===== src/sv/efrc8_pkg.sv =====
`timescale 1ns / 1ps
// shared types, register indexes and the crc-8 step for the frame receiver
// no dependencies

package efrc8_pkg;

  localparam int CFG_IDX_W  = 3;
  localparam int CFG_DATA_W = 32;

  localparam logic [CFG_IDX_W-1:0] CFG_START_FLAG = 3'd0;
  localparam logic [CFG_IDX_W-1:0] CFG_END_FLAG   = 3'd1;
  localparam logic [CFG_IDX_W-1:0] CFG_ESC_FLAG   = 3'd2;
  localparam logic [CFG_IDX_W-1:0] CFG_TIMEOUT    = 3'd3;
  localparam logic [CFG_IDX_W-1:0] CFG_BYTE_LIMIT = 3'd4;

  localparam logic [7:0]  START_FLAG_RST = 8'd2;
  localparam logic [7:0]  END_FLAG_RST   = 8'd3;
  localparam logic [7:0]  ESC_FLAG_RST   = 8'd27;
  localparam logic [31:0] TIMEOUT_RST    = 32'd1000;
  localparam logic [7:0]  BYTE_LIMIT_RST = 8'd70;

  localparam logic [7:0] CRC_POLY = 8'h07;
  localparam logic [7:0] CRC_INIT = 8'h00;

  localparam int OUT_IDX_W = 6;

  typedef enum logic [1:0] {
    ST_RUN,
    ST_READ,
    ST_LOAD
  } state_t;

  function automatic logic [7:0] crc8_byte(input logic [7:0] crc, input logic [7:0] b);
    logic [7:0] c;
    c = crc ^ b;
    for (int i = 0; i < 8; i++) begin
      if (c[7]) begin
        c = {c[6:0], 1'b0} ^ CRC_POLY;
      end else begin
        c = {c[6:0], 1'b0};
      end
    end
    return c;
  endfunction

endpackage


===== src/sv/escaped_frame_receiver_crc8_core.sv =====
`timescale 1ns / 1ps
// byte-stuffed frame receiver with running crc-8 check and payload readout
// depends on efrc8_pkg and efrc8_ram

// While a frame is being parsed the block takes one received byte per cycle:
// the flag decode, the timeout and length checks and the crc-8 update all
// happen in the accept cycle, and plain or escaped payload bytes are
// written to the payload buffer. On an end flag that closes a good frame the
// block stops taking bytes and drains the buffer: one buffer read and one
// output register load per result, waiting while the output side stalls;
// an empty payload skips the buffer read and gives a single result. The input
// stays held until the last result is loaded. Bad frames are dropped without
// any result and do not hold the input. The buffer needs no clearing after
// reset. Configuration is always ready; write it only while the block is idle.

module escaped_frame_receiver_crc8_core #(
  parameter int PAYLOAD_CAPACITY = 64
) (
  input  logic                                clk,
  input  logic                                rst_n,
  input  logic                                in_valid,
  output logic                                in_ready,
  input  logic [7:0]                          in_rx_byte,
  input  logic [31:0]                         in_now,
  output logic                                out_valid,
  input  logic                                out_ready,
  output logic [7:0]                          out_packet_id,
  output logic [7:0]                          out_data_byte,
  output logic [efrc8_pkg::OUT_IDX_W-1:0]     out_byte_index,
  output logic [efrc8_pkg::OUT_IDX_W-1:0]     out_payload_length,
  output logic                                out_last,
  input  logic                                cfg_valid,
  output logic                                cfg_ready,
  input  logic [efrc8_pkg::CFG_IDX_W-1:0]     cfg_index,
  input  logic [efrc8_pkg::CFG_DATA_W-1:0]    cfg_data
);

  localparam int CNT_W  = $clog2(PAYLOAD_CAPACITY + 1);
  localparam int ADDR_W = $clog2(PAYLOAD_CAPACITY);
  localparam logic [CNT_W-1:0] CAP = CNT_W'(PAYLOAD_CAPACITY);

  // configuration
  logic [7:0]  sof_byte_r, eof_byte_r, esc_byte_r, byte_limit_r;
  logic [31:0] timeout_r;

  assign cfg_ready = 1'b1;

  always_ff @(posedge clk) begin
    if (!rst_n) begin
      sof_byte_r   <= efrc8_pkg::START_FLAG_RST;
      eof_byte_r   <= efrc8_pkg::END_FLAG_RST;
      esc_byte_r   <= efrc8_pkg::ESC_FLAG_RST;
      timeout_r    <= efrc8_pkg::TIMEOUT_RST;
      byte_limit_r <= efrc8_pkg::BYTE_LIMIT_RST;
    end else if (cfg_valid) begin
      case (cfg_index)
        efrc8_pkg::CFG_START_FLAG: sof_byte_r   <= cfg_data[7:0];
        efrc8_pkg::CFG_END_FLAG:   eof_byte_r   <= cfg_data[7:0];
        efrc8_pkg::CFG_ESC_FLAG:   esc_byte_r   <= cfg_data[7:0];
        efrc8_pkg::CFG_TIMEOUT:    timeout_r    <= cfg_data;
        efrc8_pkg::CFG_BYTE_LIMIT: byte_limit_r <= cfg_data[7:0];
        default: ;
      endcase
    end
  end

  // frame state
  efrc8_pkg::state_t state_r, state_nxt;
  logic [7:0]        pos_r;
  logic [31:0]       start_stamp_r;
  logic [7:0]        decl_len_r;
  logic [7:0]        ident_r;
  logic [CNT_W-1:0]  cnt_r;
  logic              esc_r;
  logic [7:0]        crc_all_r;
  logic [7:0]        crc_prev_r;
  logic [7:0]        last_byte_r;
  logic [CNT_W-1:0]  plen_r;
  logic [ADDR_W-1:0] rd_idx_r;

  // output register
  logic                          out_valid_r;
  logic [7:0]                    out_id_r;
  logic [7:0]                    out_data_r;
  logic [efrc8_pkg::OUT_IDX_W-1:0] out_idx_r;
  logic [efrc8_pkg::OUT_IDX_W-1:0] out_len_r;
  logic                          out_last_r;

  logic       accept;
  logic       load_out;
  logic       rd_last;
  logic [7:0] rd_data;

  // byte decode
  logic        in_frame;
  logic        abandon;
  logic        is_esc;
  logic        is_end;
  logic        is_store;
  logic        full;
  logic        frame_ok;
  logic [31:0] elapsed;
  logic        wr_en;

  assign accept   = in_valid && in_ready;
  assign in_frame = (pos_r != 8'd0) && (pos_r != 8'd1) && (pos_r != 8'd2);
  assign elapsed  = in_now - start_stamp_r;
  assign abandon  = (pos_r > byte_limit_r) || (elapsed > timeout_r);
  assign is_esc   = !esc_r && (in_rx_byte == esc_byte_r);
  assign is_end   = !esc_r && !is_esc && (in_rx_byte == eof_byte_r);
  assign is_store = !is_esc && !is_end;
  assign full     = (cnt_r == CAP);
  assign frame_ok = (cnt_r != '0)
                    && (({1'b0, pos_r} + 9'd1) == {1'b0, decl_len_r})
                    && (crc_prev_r == last_byte_r);
  assign wr_en    = accept && in_frame && !abandon && is_store && !full;
  assign rd_last  = (CNT_W'(rd_idx_r) == (plen_r - CNT_W'(1))) || (plen_r == '0);

  always_comb begin
    state_nxt = state_r;
    in_ready  = 1'b0;
    load_out  = 1'b0;
    case (state_r)
      efrc8_pkg::ST_RUN: begin
        in_ready = 1'b1;
        if (accept && in_frame && !abandon && is_end && frame_ok) begin
          state_nxt = (cnt_r == CNT_W'(1)) ? efrc8_pkg::ST_LOAD : efrc8_pkg::ST_READ;
        end
      end
      efrc8_pkg::ST_READ: begin
        state_nxt = efrc8_pkg::ST_LOAD;
      end
      efrc8_pkg::ST_LOAD: begin
        if (!out_valid_r || out_ready) begin
          load_out  = 1'b1;
          state_nxt = rd_last ? efrc8_pkg::ST_RUN : efrc8_pkg::ST_READ;
        end
      end
      default: state_nxt = efrc8_pkg::ST_RUN;
    endcase
  end

  always_ff @(posedge clk) begin
    if (!rst_n) begin
      state_r <= efrc8_pkg::ST_RUN;
    end else begin
      state_r <= state_nxt;
    end
  end

  always_ff @(posedge clk) begin
    if (!rst_n) begin
      pos_r         <= 8'd0;
      start_stamp_r <= 32'd0;
      decl_len_r    <= 8'd0;
      ident_r       <= 8'd0;
      cnt_r         <= '0;
      esc_r         <= 1'b0;
      crc_all_r     <= efrc8_pkg::CRC_INIT;
      crc_prev_r    <= efrc8_pkg::CRC_INIT;
    end else if (accept) begin
      if (pos_r == 8'd0) begin
        if (in_rx_byte == sof_byte_r) begin
          start_stamp_r <= in_now;
          pos_r         <= 8'd1;
          cnt_r         <= '0;
          esc_r         <= 1'b0;
          crc_all_r     <= efrc8_pkg::CRC_INIT;
          crc_prev_r    <= efrc8_pkg::CRC_INIT;
        end
      end else if (pos_r == 8'd1) begin
        decl_len_r <= in_rx_byte;
        pos_r      <= 8'd2;
      end else if (pos_r == 8'd2) begin
        ident_r <= in_rx_byte;
        pos_r   <= 8'd3;
      end else if (abandon || is_end || (is_store && full)) begin
        pos_r <= 8'd0;
        esc_r <= 1'b0;
      end else if (is_esc) begin
        esc_r <= 1'b1;
        pos_r <= pos_r + 8'd1;
      end else begin
        esc_r      <= 1'b0;
        pos_r      <= pos_r + 8'd1;
        cnt_r      <= cnt_r + CNT_W'(1);
        crc_prev_r <= crc_all_r;
        crc_all_r  <= efrc8_pkg::crc8_byte(crc_all_r, in_rx_byte);
      end
    end
  end

  always_ff @(posedge clk) begin
    if (wr_en) begin
      last_byte_r <= in_rx_byte;
    end
  end

  // readout control
  always_ff @(posedge clk) begin
    if (accept && in_frame && !abandon && is_end) begin
      plen_r   <= cnt_r - CNT_W'(1);
      rd_idx_r <= '0;
    end else if (load_out && !rd_last) begin
      rd_idx_r <= rd_idx_r + ADDR_W'(1);
    end
  end

  efrc8_ram #(
    .DEPTH (PAYLOAD_CAPACITY)
  ) u_ram (
    .clk     (clk),
    .wr_en   (wr_en),
    .wr_addr (cnt_r[ADDR_W-1:0]),
    .wr_data (in_rx_byte),
    .rd_addr (rd_idx_r),
    .rd_data (rd_data)
  );

  always_ff @(posedge clk) begin
    if (!rst_n) begin
      out_valid_r <= 1'b0;
    end else if (load_out) begin
      out_valid_r <= 1'b1;
    end else if (out_ready) begin
      out_valid_r <= 1'b0;
    end
  end

  always_ff @(posedge clk) begin
    if (load_out) begin
      out_id_r   <= ident_r;
      out_data_r <= (plen_r == '0) ? 8'd0 : rd_data;
      out_idx_r  <= efrc8_pkg::OUT_IDX_W'(rd_idx_r);
      out_len_r  <= efrc8_pkg::OUT_IDX_W'(plen_r);
      out_last_r <= rd_last;
    end
  end

  assign out_valid          = out_valid_r;
  assign out_packet_id      = out_id_r;
  assign out_data_byte      = out_data_r;
  assign out_byte_index     = out_idx_r;
  assign out_payload_length = out_len_r;
  assign out_last           = out_last_r;

endmodule


===== src/sv/efrc8_ram.sv =====
`timescale 1ns / 1ps
// payload buffer: one write port, one read port with registered read data
// no dependencies

module efrc8_ram #(
  parameter int DEPTH = 64,
  localparam int ADDR_W = $clog2(DEPTH)
) (
  input  logic              clk,
  input  logic              wr_en,
  input  logic [ADDR_W-1:0] wr_addr,
  input  logic [7:0]        wr_data,
  input  logic [ADDR_W-1:0] rd_addr,
  output logic [7:0]        rd_data
);

  logic [7:0] mem [DEPTH];
  logic [7:0] rd_data_r;

  always_ff @(posedge clk) begin
    if (wr_en) begin
      mem[wr_addr] <= wr_data;
    end
  end

  always_ff @(posedge clk) begin
    rd_data_r <= mem[rd_addr];
  end

  assign rd_data = rd_data_r;

endmodule

===== config.mk =====
export PLATFORM = sky130hd
export DESIGN_NAME = escaped_frame_receiver_crc8_core
export DESIGN_NICKNAME = d
export VERILOG_FILES = /design/src/sv/efrc8_pkg.sv /design/src/sv/escaped_frame_receiver_crc8_core.sv /design/src/sv/efrc8_ram.sv
export SDC_FILE = /design/constraint.sdc
export NUM_CORES = 1
export LEC_CHECK = 0
export ABC_AREA = 1
export ABC_CLOCK_PERIOD_IN_PS = 8100
export BUFFER_PORTS_ARGS = -buffer_cell sky130_fd_sc_hd__buf_2
export CAP_MARGIN = 25
export CORE_MARGIN = 10
export CORE_UTILIZATION = 50
export DETAILED_ROUTE_END_ITERATION = 10
export GPL_TIMING_DRIVEN = 0
export MAX_ROUTING_LAYER = met4
export PLACE_DENSITY = 0.76
export RECOVER_POWER = 100
export SETUP_SLACK_MARGIN = 0.2
export SKIP_LAST_GASP = 1
export SLEW_MARGIN = 20
export SYNTH_ARGS = -nofsm -noshare
export SYNTH_HDL_FRONTEND = slang
export SYNTH_HIERARCHICAL = 1
export SYNTH_SLANG_ARGS = --single-unit

===== constraint.sdc =====
create_clock -name clk -period 8.1 [get_ports clk]
set_input_delay 1.215 -clock clk [delete_from_list [all_inputs] [get_ports clk]]
set_output_delay 1.215 -clock clk [all_outputs]
set_load 0.01 [all_outputs]

==> results.tsv, run 1 <==
stage	metric	value	unit
final_layout	layout-drive-gt1-share	0.08193	
timing	fin_setup_tns	0	ns
grt	grt_overflow_total	0	
final_layout	nets	3651	
synth	synth.cell_area	32590	sq um
final_layout	syn2layout_area_growth	12.04	%
floorplanning	ios	112	
place	dpl_cell_area	34380	sq um
clocking	cts_htree_levels	3	
synth	synthTopCellsByArea	edfxtp_1 51%, nand2_1 10%, dfxtp_1 9.9%	
timing	skew	0.02904	ns
routing	vias	25050	
worst_setup_path	critical_path_required	8.35	ns
worst_setup_path	critPathKind	in2reg	
synth	syn_avg_cell_area	9.901	sq um
synth	synthArstFlopShare	0	
timing	slew_violations	554	
routing	wl_per_cell	21.31	microns
clocking	holdBufCountCts	0	
grt	grt_usage	0.2511	
timing	relSlewSlack	-1.376	
timing	min_period	7.322	ns
clocking	cts_tree	yes	
grt	grt_pass1_wl	140300	microns
place	routabilityCongestion	0.9866	
worst_setup_path	crit_path_frequent_cell	nand2_1	
pwr	leakage	13.97	nW
floorplanning	start_util	0.5056	
routing	postRouteAntennaNets	0	
worst_setup_path	cp-start-kind	primary input	
final_layout	diodes	0	
pwr	internal_power	6.104	mW
timing	finalHoldViolations	0	
floorplanning	die_area	75800	sq um
synth	yosys_warnings	6	
synth	syn_nets	3453	
timing	finalCritPeriodShare	0.9039	
grt	antenna_found_initial	0	
status	violations	max-capacitance violations, max-slew violations	
worst_setup_path	slowest_stage	nor2_1	
pwr	p_comb_frac	0.084	
clocking	cts_resized	0	
synth	ys_types	49	
pwr	power_density	219.0	nW/um^2
timing	worstMarginPinSlew	3.564	ns
clocking	clk_latency	0.63	ns
place	portBuffers	110	
pwr	netSwitchingPower	1.894	mW
pwr	seqPwrFrac	0.498	
floorplanning	die_x	275.3	microns
timing	rsz0062_at_grt	no	
worst_setup_path	cp_slowest_stage_delay	0.55	ns
synth	postSynthCellCount	3292	
worst_setup_path	path_max_fanout	10	
floorplanning	core_area	64460	sq um
routing	vias_per_cell	5.684	
place	dp_hpwl	65160	microns
worst_setup_path	critPathArrivalTime	7.57	ns
floorplanning	die-height	275.3	microns
synth	synth_seq_cells	717	
worst_setup_path	cp-end-kind	register	
synth	synth_edf_count	556	
floorplanning	num_rows	93	
grt	grt_max_degree	67	
pwr	power.clock.fraction	0.418	
timing	setup_viol	0	
pwr	swShare	0.2368	
final_layout	final_area	36520	sq um
clocking	clk_pin_slew_worst_paths	0.06	ns
routing	wl	93920	microns
status	status	complete, but fails checks	
routing	dr.first_iter.drc_count	2640	
clocking	cts_sinks	717	
synth	synth-main-ff-cell	edfxtp_1	
hold_path	min_path_type	reg2reg	
synth	yosys.area.top_type	edfxtp_1	
synth	synth.top_cell.area_share	0.5123	
clocking	cts-buffers-inserted	76	
timing	fmax	0.1366	GHz
routing	dr.pass1.iters	8	
clocking	post_cts_buffers	0	
grt	first_global_vias	23930	
run	maxCapViolCount	10	
routing	remaining_drc_errors	0	
synth	synth_seq_area_share	0.6112	
clocking	cts_root_buffer	clkbuf_16	
pwr	peakVddDrop	0.1403	mV
clocking	clockBufferDepth	3	
-- cell families (layout without fill, tap and decap cells) --
kind of cell	count (synthesis)	after routing	share of synthesized area
adder cells (fa/ha/maj)	81	81	0.03133
flip-flops	717	717	0.6112
other	1	1	0.0001151
XOR/XNOR	102	102	0.02741
AND/OR/NAND/NOR	1686	1686	0.2192
buffers and inverters	390	650	0.05659
AO/OA/AOI/OAI	315	315	0.05421
-- final timing paths --
path	start	cells past startpoint	endpoint	slack [ns]
hold reg to reg	ident_r[5]	0	out_packet_id[5]	0.43
setup reg to reg	start_stamp_r[2]	29	u_ram/mem[24][2]	1.16
setup / recovery	in_now[0]	35	u_ram/mem[24][2]	0.78
hold / removal	ident_r[5]	0	out_packet_id[5]	0.43
-- synth_stat cells (11+ instances only) --
master	number
nand2_1	903
edfxtp_1	556
nand3_1	482
inv_1	223
nor2_1	215
dfxtp_1	161
a21oi_1	146
o21ai_0	96
ha_1	80
buf_2	65
xor2_1	59
xnor2_1	43
nand4_1	36
clkbuf_1	35
a211oi_1	34
nor3_1	32
buf_6	31
buf_1	13
buf_4	11
-- final cells by class --
| type | instances | area (sq um) |
|---|---|---|
| Clock inverter | 36 | 289.0 |
| Inverter | 233 | 877.1 |
| Timing Repair Buffer | 120 | 540.5 |
| Clock buffer | 104 | 2101 |
| Fill cell | 5494 | 27950 |
| Buffer | 157 | 919.6 |
| Multi-Input combinational cell | 2185 | 10800 |
| Sequential cell | 717 | 19920 |
| Tap cell | 855 | 1070 |
-- metal layers --
metal	vias up	track usage	routed length (microns)
li1	11620	-	-
met1	11910	0.3139	36900
met2	1266	0.4062	44790
met3	250	0.03747	8264
met4	0	0.1031	3958
met5	-	-	0
-- layout by cell type, fill, tap and decap left out, types with 13 or more instances in the layout --
cell type    n
a211oi_1    34
a21oi_1    147
buf_2      129
buf_6       26
clkbuf_1   121
clkbuf_16   79
clkinv_2    13
dfxtp_1    161
edfxtp_1   556
ha_1        80
inv_1      226
nand2_1    905
nand3_1    483
nand4_1     36
nor2_1     217
nor3_1      31
o21ai_0     96
xnor2_1     43
xor2_1      59
-- stage by stage --
stage / utilization / cells / hold slack [ns] / setup WS (ns) / total power, mW
after global placement: 0.5307 / 4257 / 0.4128 / -0.7164 / 4.703
after detailed placement: 0.5333 / 4267 / 0.4168 / 0.3123 / 4.716
after global routing: 0.5665 / 4407 / 0.4418 / 0.2472 / 8.235
after CTS: 0.5703 / 4407 / 0.4312 / 0.9117 / 8.020
final: 0.5665 / 4407 / 0.4326 / 0.7781 / 7.999
after floorplan: - / 3292 / 0.4030 / 1.733 / 4.455
-- state kept, by name (all words and copies together) (netlist names), 8 cells and up --
signal and flops:
eof_byte_r 8, sof_byte_r 8, pos_r 8, u_ram/rd_data 8, crc_prev_r 8, decl_len_r 8
ident_r 8, start_stamp_r 32, crc_all_r 8, last_byte_r 8, u_ram/mem 512, out_data_byte 8
out_packet_id 8, esc_byte_r 8, byte_limit_r 8, timeout_r 32
-- power groups by stage --
stage	sequential, mW	clock [mW]	combinational [mW]
CTS	3.98	3.38	0.663
detailed placement	4.06	0	0.657
floorplan	4.06	0	0.399
finish	3.99	3.34	0.669
global placement	4.06	0	0.643
global route	3.99	3.52	0.727
-- critical path: cells and delay by family --
kind / cells / cell delay [ns]
AND/OR/NAND/NOR: 19 / 2.69
buffers and inverters: 9 / 1.53
AO/OA/AOI/OAI: 3 / 1.03
adder cells (fa/ha/maj): 3 / 0.83
XOR/XNOR: 1 / 0.23
Note: power is estimated with default switching activity, not from simulation.
==> run 2: changes to the inputs <==
Settings changed: ABC_AREA 1 to 0, PLACE_DENSITY 0.76 to 0.77.
==> run 2 against run 1 <==
The flow still finishes with violations (max-capacitance violations, max-slew violations). Final cell count decreased by 24%. Die area fell by 3.5%. Register-to-register slack got worse by 0.44 ns. Highest routed layer unchanged. Clock skew increased by 0.031 ns. Via count decreased by 19%.
==> results.tsv, run 2 <==
stage	metric	value	unit
status	status	complete, but fails checks	
status	violations	max-capacitance violations, max-slew violations	
hold_path	hold_start	ident_r[4]	
synth	synth.most_common_cell	edfxtp_1	
worst_setup_path	r2r_end	u_ram/mem[54][4]	
final_layout	final_cell_mix	556 x edfxtp_1, 252 x nand2_1, 161 x dfxtp_1	
synth	synth-main-ff-cell	edfxtp_1	
grt	antenna_found_initial	1	
timing	hold_slack	0.4460	ns
routing	dr.pass1.iters	6	
final_layout	layout-drive-gt1-share	0.1635	
worst_setup_path	cp-end-kind	register	
clocking	cts-buffers-inserted	76	
worst_setup_path	worstRegToRegCells	24	
routing	vias	20310	
grt	grt_usage	0.2243	
routing	dr.first_iter.drc_count	2298	
floorplanning	die-height	270.4	microns
worst_setup_path	worst-r2r-setup-slack	0.72	ns
routing	postRouteAntennaNets	0	
pwr	leakage	12.04	nW
final_layout	syn2layout_area_growth	13.89	%
final_layout	instances_no_fill	3351	
worst_setup_path	path_max_fanout	12	
grt	grt_overflow_total	0	
clocking	clk_pin_slew_worst_paths	0.06	ns
place	routabilityCongestion	0.9832	
clocking	cts_htree_levels	3	
place	dp_hpwl	54770	microns
hold_path	worstHoldPathCells	0	
worst_setup_path	reg2reg_from	start_stamp_r[0]	
worst_setup_path	critical_path_required	8.36	ns
floorplanning	ios	112	
timing	fmax	0.1291	GHz
clocking	cts_tree	yes	
final_layout	final_area	35720	sq um
place	dpl_cell_area	33090	sq um
routing	wl_per_cell	24.29	microns
synth	syn_nets	2411	
synth	synth.cell_area	31360	sq um
timing	setup_viol	0	
worst_setup_path	critPathArrivalTime	8.00	ns
timing	min_period	7.748	ns
floorplanning	die_area	73140	sq um
timing	rsz0062_at_grt	yes	
hold_path	min_path_type	reg2reg	
final_layout	fillers	4755	
grt	grt_max_degree	67	
pwr	power_density	220.1	nW/um^2
final_layout	multi_input_area	10670	sq um
timing	relSlewSlack	-1.092	
final_layout	reg_top3	u_ram/mem (512), start_stamp_r (32), timeout_r (32)	
final_layout	regArea	19920	sq um
floorplanning	num_rows	91	
synth	syn_avg_cell_area	13.94	sq um
synth	synth_edf_count	556	
synth	synth.top_cell.area_share	0.5324	
floorplanning	start_util	0.5063	
synth	ys_types	83	
synth	synthTopCellsByCount	556 x edfxtp_1, 251 x nand2_1, 161 x dfxtp_1, 143 x nor2_1, 124 x mux4_2	
floorplanning	die_x	270.4	microns
hold_path	hold_path_end	out_packet_id[4]	
place	dpl.cell_count	3202	
final_layout	nets	2614	
grt	grt_pass1_wl	122200	microns
place	portBuffers	109	
worst_setup_path	critPathKind	in2reg	
synth	synth_seq_cells	717	
synth	postSynthCellCount	2250	
run	maxCapViolCount	9	
final_layout	top_register	u_ram/mem	
clocking	cts_root_buffer	clkbuf_16	
clocking	clk_latency	0.66	ns
final_layout	largest_reg_flops	512	
clocking	cts_sinks	717	
final_layout	layout_commonest_cell	edfxtp_1	
worst_setup_path	cp-start-kind	primary input	
floorplanning	core_area	61940	sq um
synth	yosys_warnings	6	
timing	worstMarginPinSlew	3.137	ns
grt	first_global_vias	20150	
synth	synthTopCellsByArea	edfxtp_1 53%, dfxtp_1 10%, mux4_2 8.9%	
timing	slew_violations	432	
final_layout	diodes	0	
routing	remaining_drc_errors	0	
clocking	clockBufferDepth	3	
timing	skew	0.05968	ns
timing	finalCritPeriodShare	0.9565	
clocking	holdBufCountCts	0	
synth	yosys.area.top_type	edfxtp_1	
pwr	peakVddDrop	0.1677	mV
routing	wl	81380	microns
synth	synthArstFlopShare	0	
routing	vias_per_cell	6.061	
timing	finalHoldViolations	0	
synth	synth_seq_area_share	0.6352	
## run 2: cell count changes after synthesis, moves of 59 or more
cell      before  now
mux4_2         0  124
a21oi_1      146   50
nor2b_1        0   59
nand3_1      482   56
nor2_1       215  143
a21boi_0       4   84
o21ai_0       96   30
inv_1        223   91
nand2_1      903  251
## run 2: final cells by class
type | count | share of cell area
buffer | 104 | 0.01387
timing repair buffer | 127 | 0.01685
clock buffer | 86 | 0.05486
multi-input combinational | 1334 | 0.2988
sequential | 717 | 0.5577
clock inverter | 53 | 0.01871
tap | 837 | 0.02932
inverter | 93 | 0.009879
## run 2: timing repair
item                       in CTS  in global routing
setup buffers                   0                 11
setup endpoints to repair     250                485
gates resized for setup        16                 70
pin swaps                       0                  4
## run 2: worst max-delay path, stage by stage
cell and delay (ns):
clkbuf_1 0.08, inv_1 0.05, ha_1 0.17, inv_1 0.06
fa_1 0.42, a211oi_1 0.37, o211ai_1 0.15, a221o_1 0.38
a311o_1 0.45, a31o_1 0.27, a21o_1 0.19, a21oi_1 0.27
o21ai_1 0.11, xor2_1 0.17, ha_1 0.27, and4_1 0.20
nand4_1 0.11, nor3_1 0.31, nand2_1 0.16, o41a_1 0.23
nor3_4 0.39, nand4_1 0.31, clkinvlp_4 0.32, inv_1 0.12
or2_1 0.50, nor2_1 0.71
## run 2: how the worst max path moves through the flow
stage,startpoint,slack (ns),endpoint,cells past startpoint
floorplan,in_now[0],1.15,u_ram/mem[33][0],26
global placement,in_now[0],-0.58,u_ram/mem[60][6],27
detailed placement,in_now[0],-0.81,u_ram/mem[12][0],27
CTS,in_now[0],0.19,u_ram/mem[15][4],25
global route,in_now[0],0.05,u_ram/mem[54][4],26
finish,in_now[0],0.35,u_ram/mem[54][4],26
## run 2: metrics by stage
step           setup slack (ns)  power, mW  utilization  setup TNS [ns]
2_1_floorplan             1.148      4.204            -               0
3_3_place_gp            -0.5834      4.313       0.5320         -173.24
3_5_place_dp            -0.8108      4.331       0.5342         -221.53
4_1_cts                  0.1861      7.903       0.5774               0
5_1_grt                 0.04809      8.075       0.5766               0
6_report                 0.3521      7.861       0.5766               0
## run 2: logic make-up (layout without fill, tap and decap cells)
logic type               after synthesis  in the layout  synth area share
flip-flops                           717            717            0.6352
adder cells (fa/ha/maj)               82             82           0.03288
AO/OA/AOI/OAI                        328            328           0.07361
other                                  1              1         0.0001196
XOR/XNOR                             118            118           0.03296
multiplexers                         165            165            0.1022
buffers and inverters                199            463           0.02781
AND/OR/NAND/NOR                      640            640           0.09524
## run 2: report_power, final
group	total, mW	internal (mW)	leakage, nW	switching [mW]
logic	0.283	0.101	4.44	0.182
registers	3.97	3.97	6.33	0.00460
clock network	3.61	2.12	1.26	1.49
total	7.86	6.19	12.0	1.67
## run 2: routing by layer
layer,vias to the layer above,share of wire,routed length (microns),global-route usage
li1,8813,-,-,-
met1,9941,0.38,30580,0.2781
met2,1254,0.47,38340,0.3524
met3,301,0.10,8362,0.04833
met4,0,0.050,4102,0.09747
met5,-,0,0,-
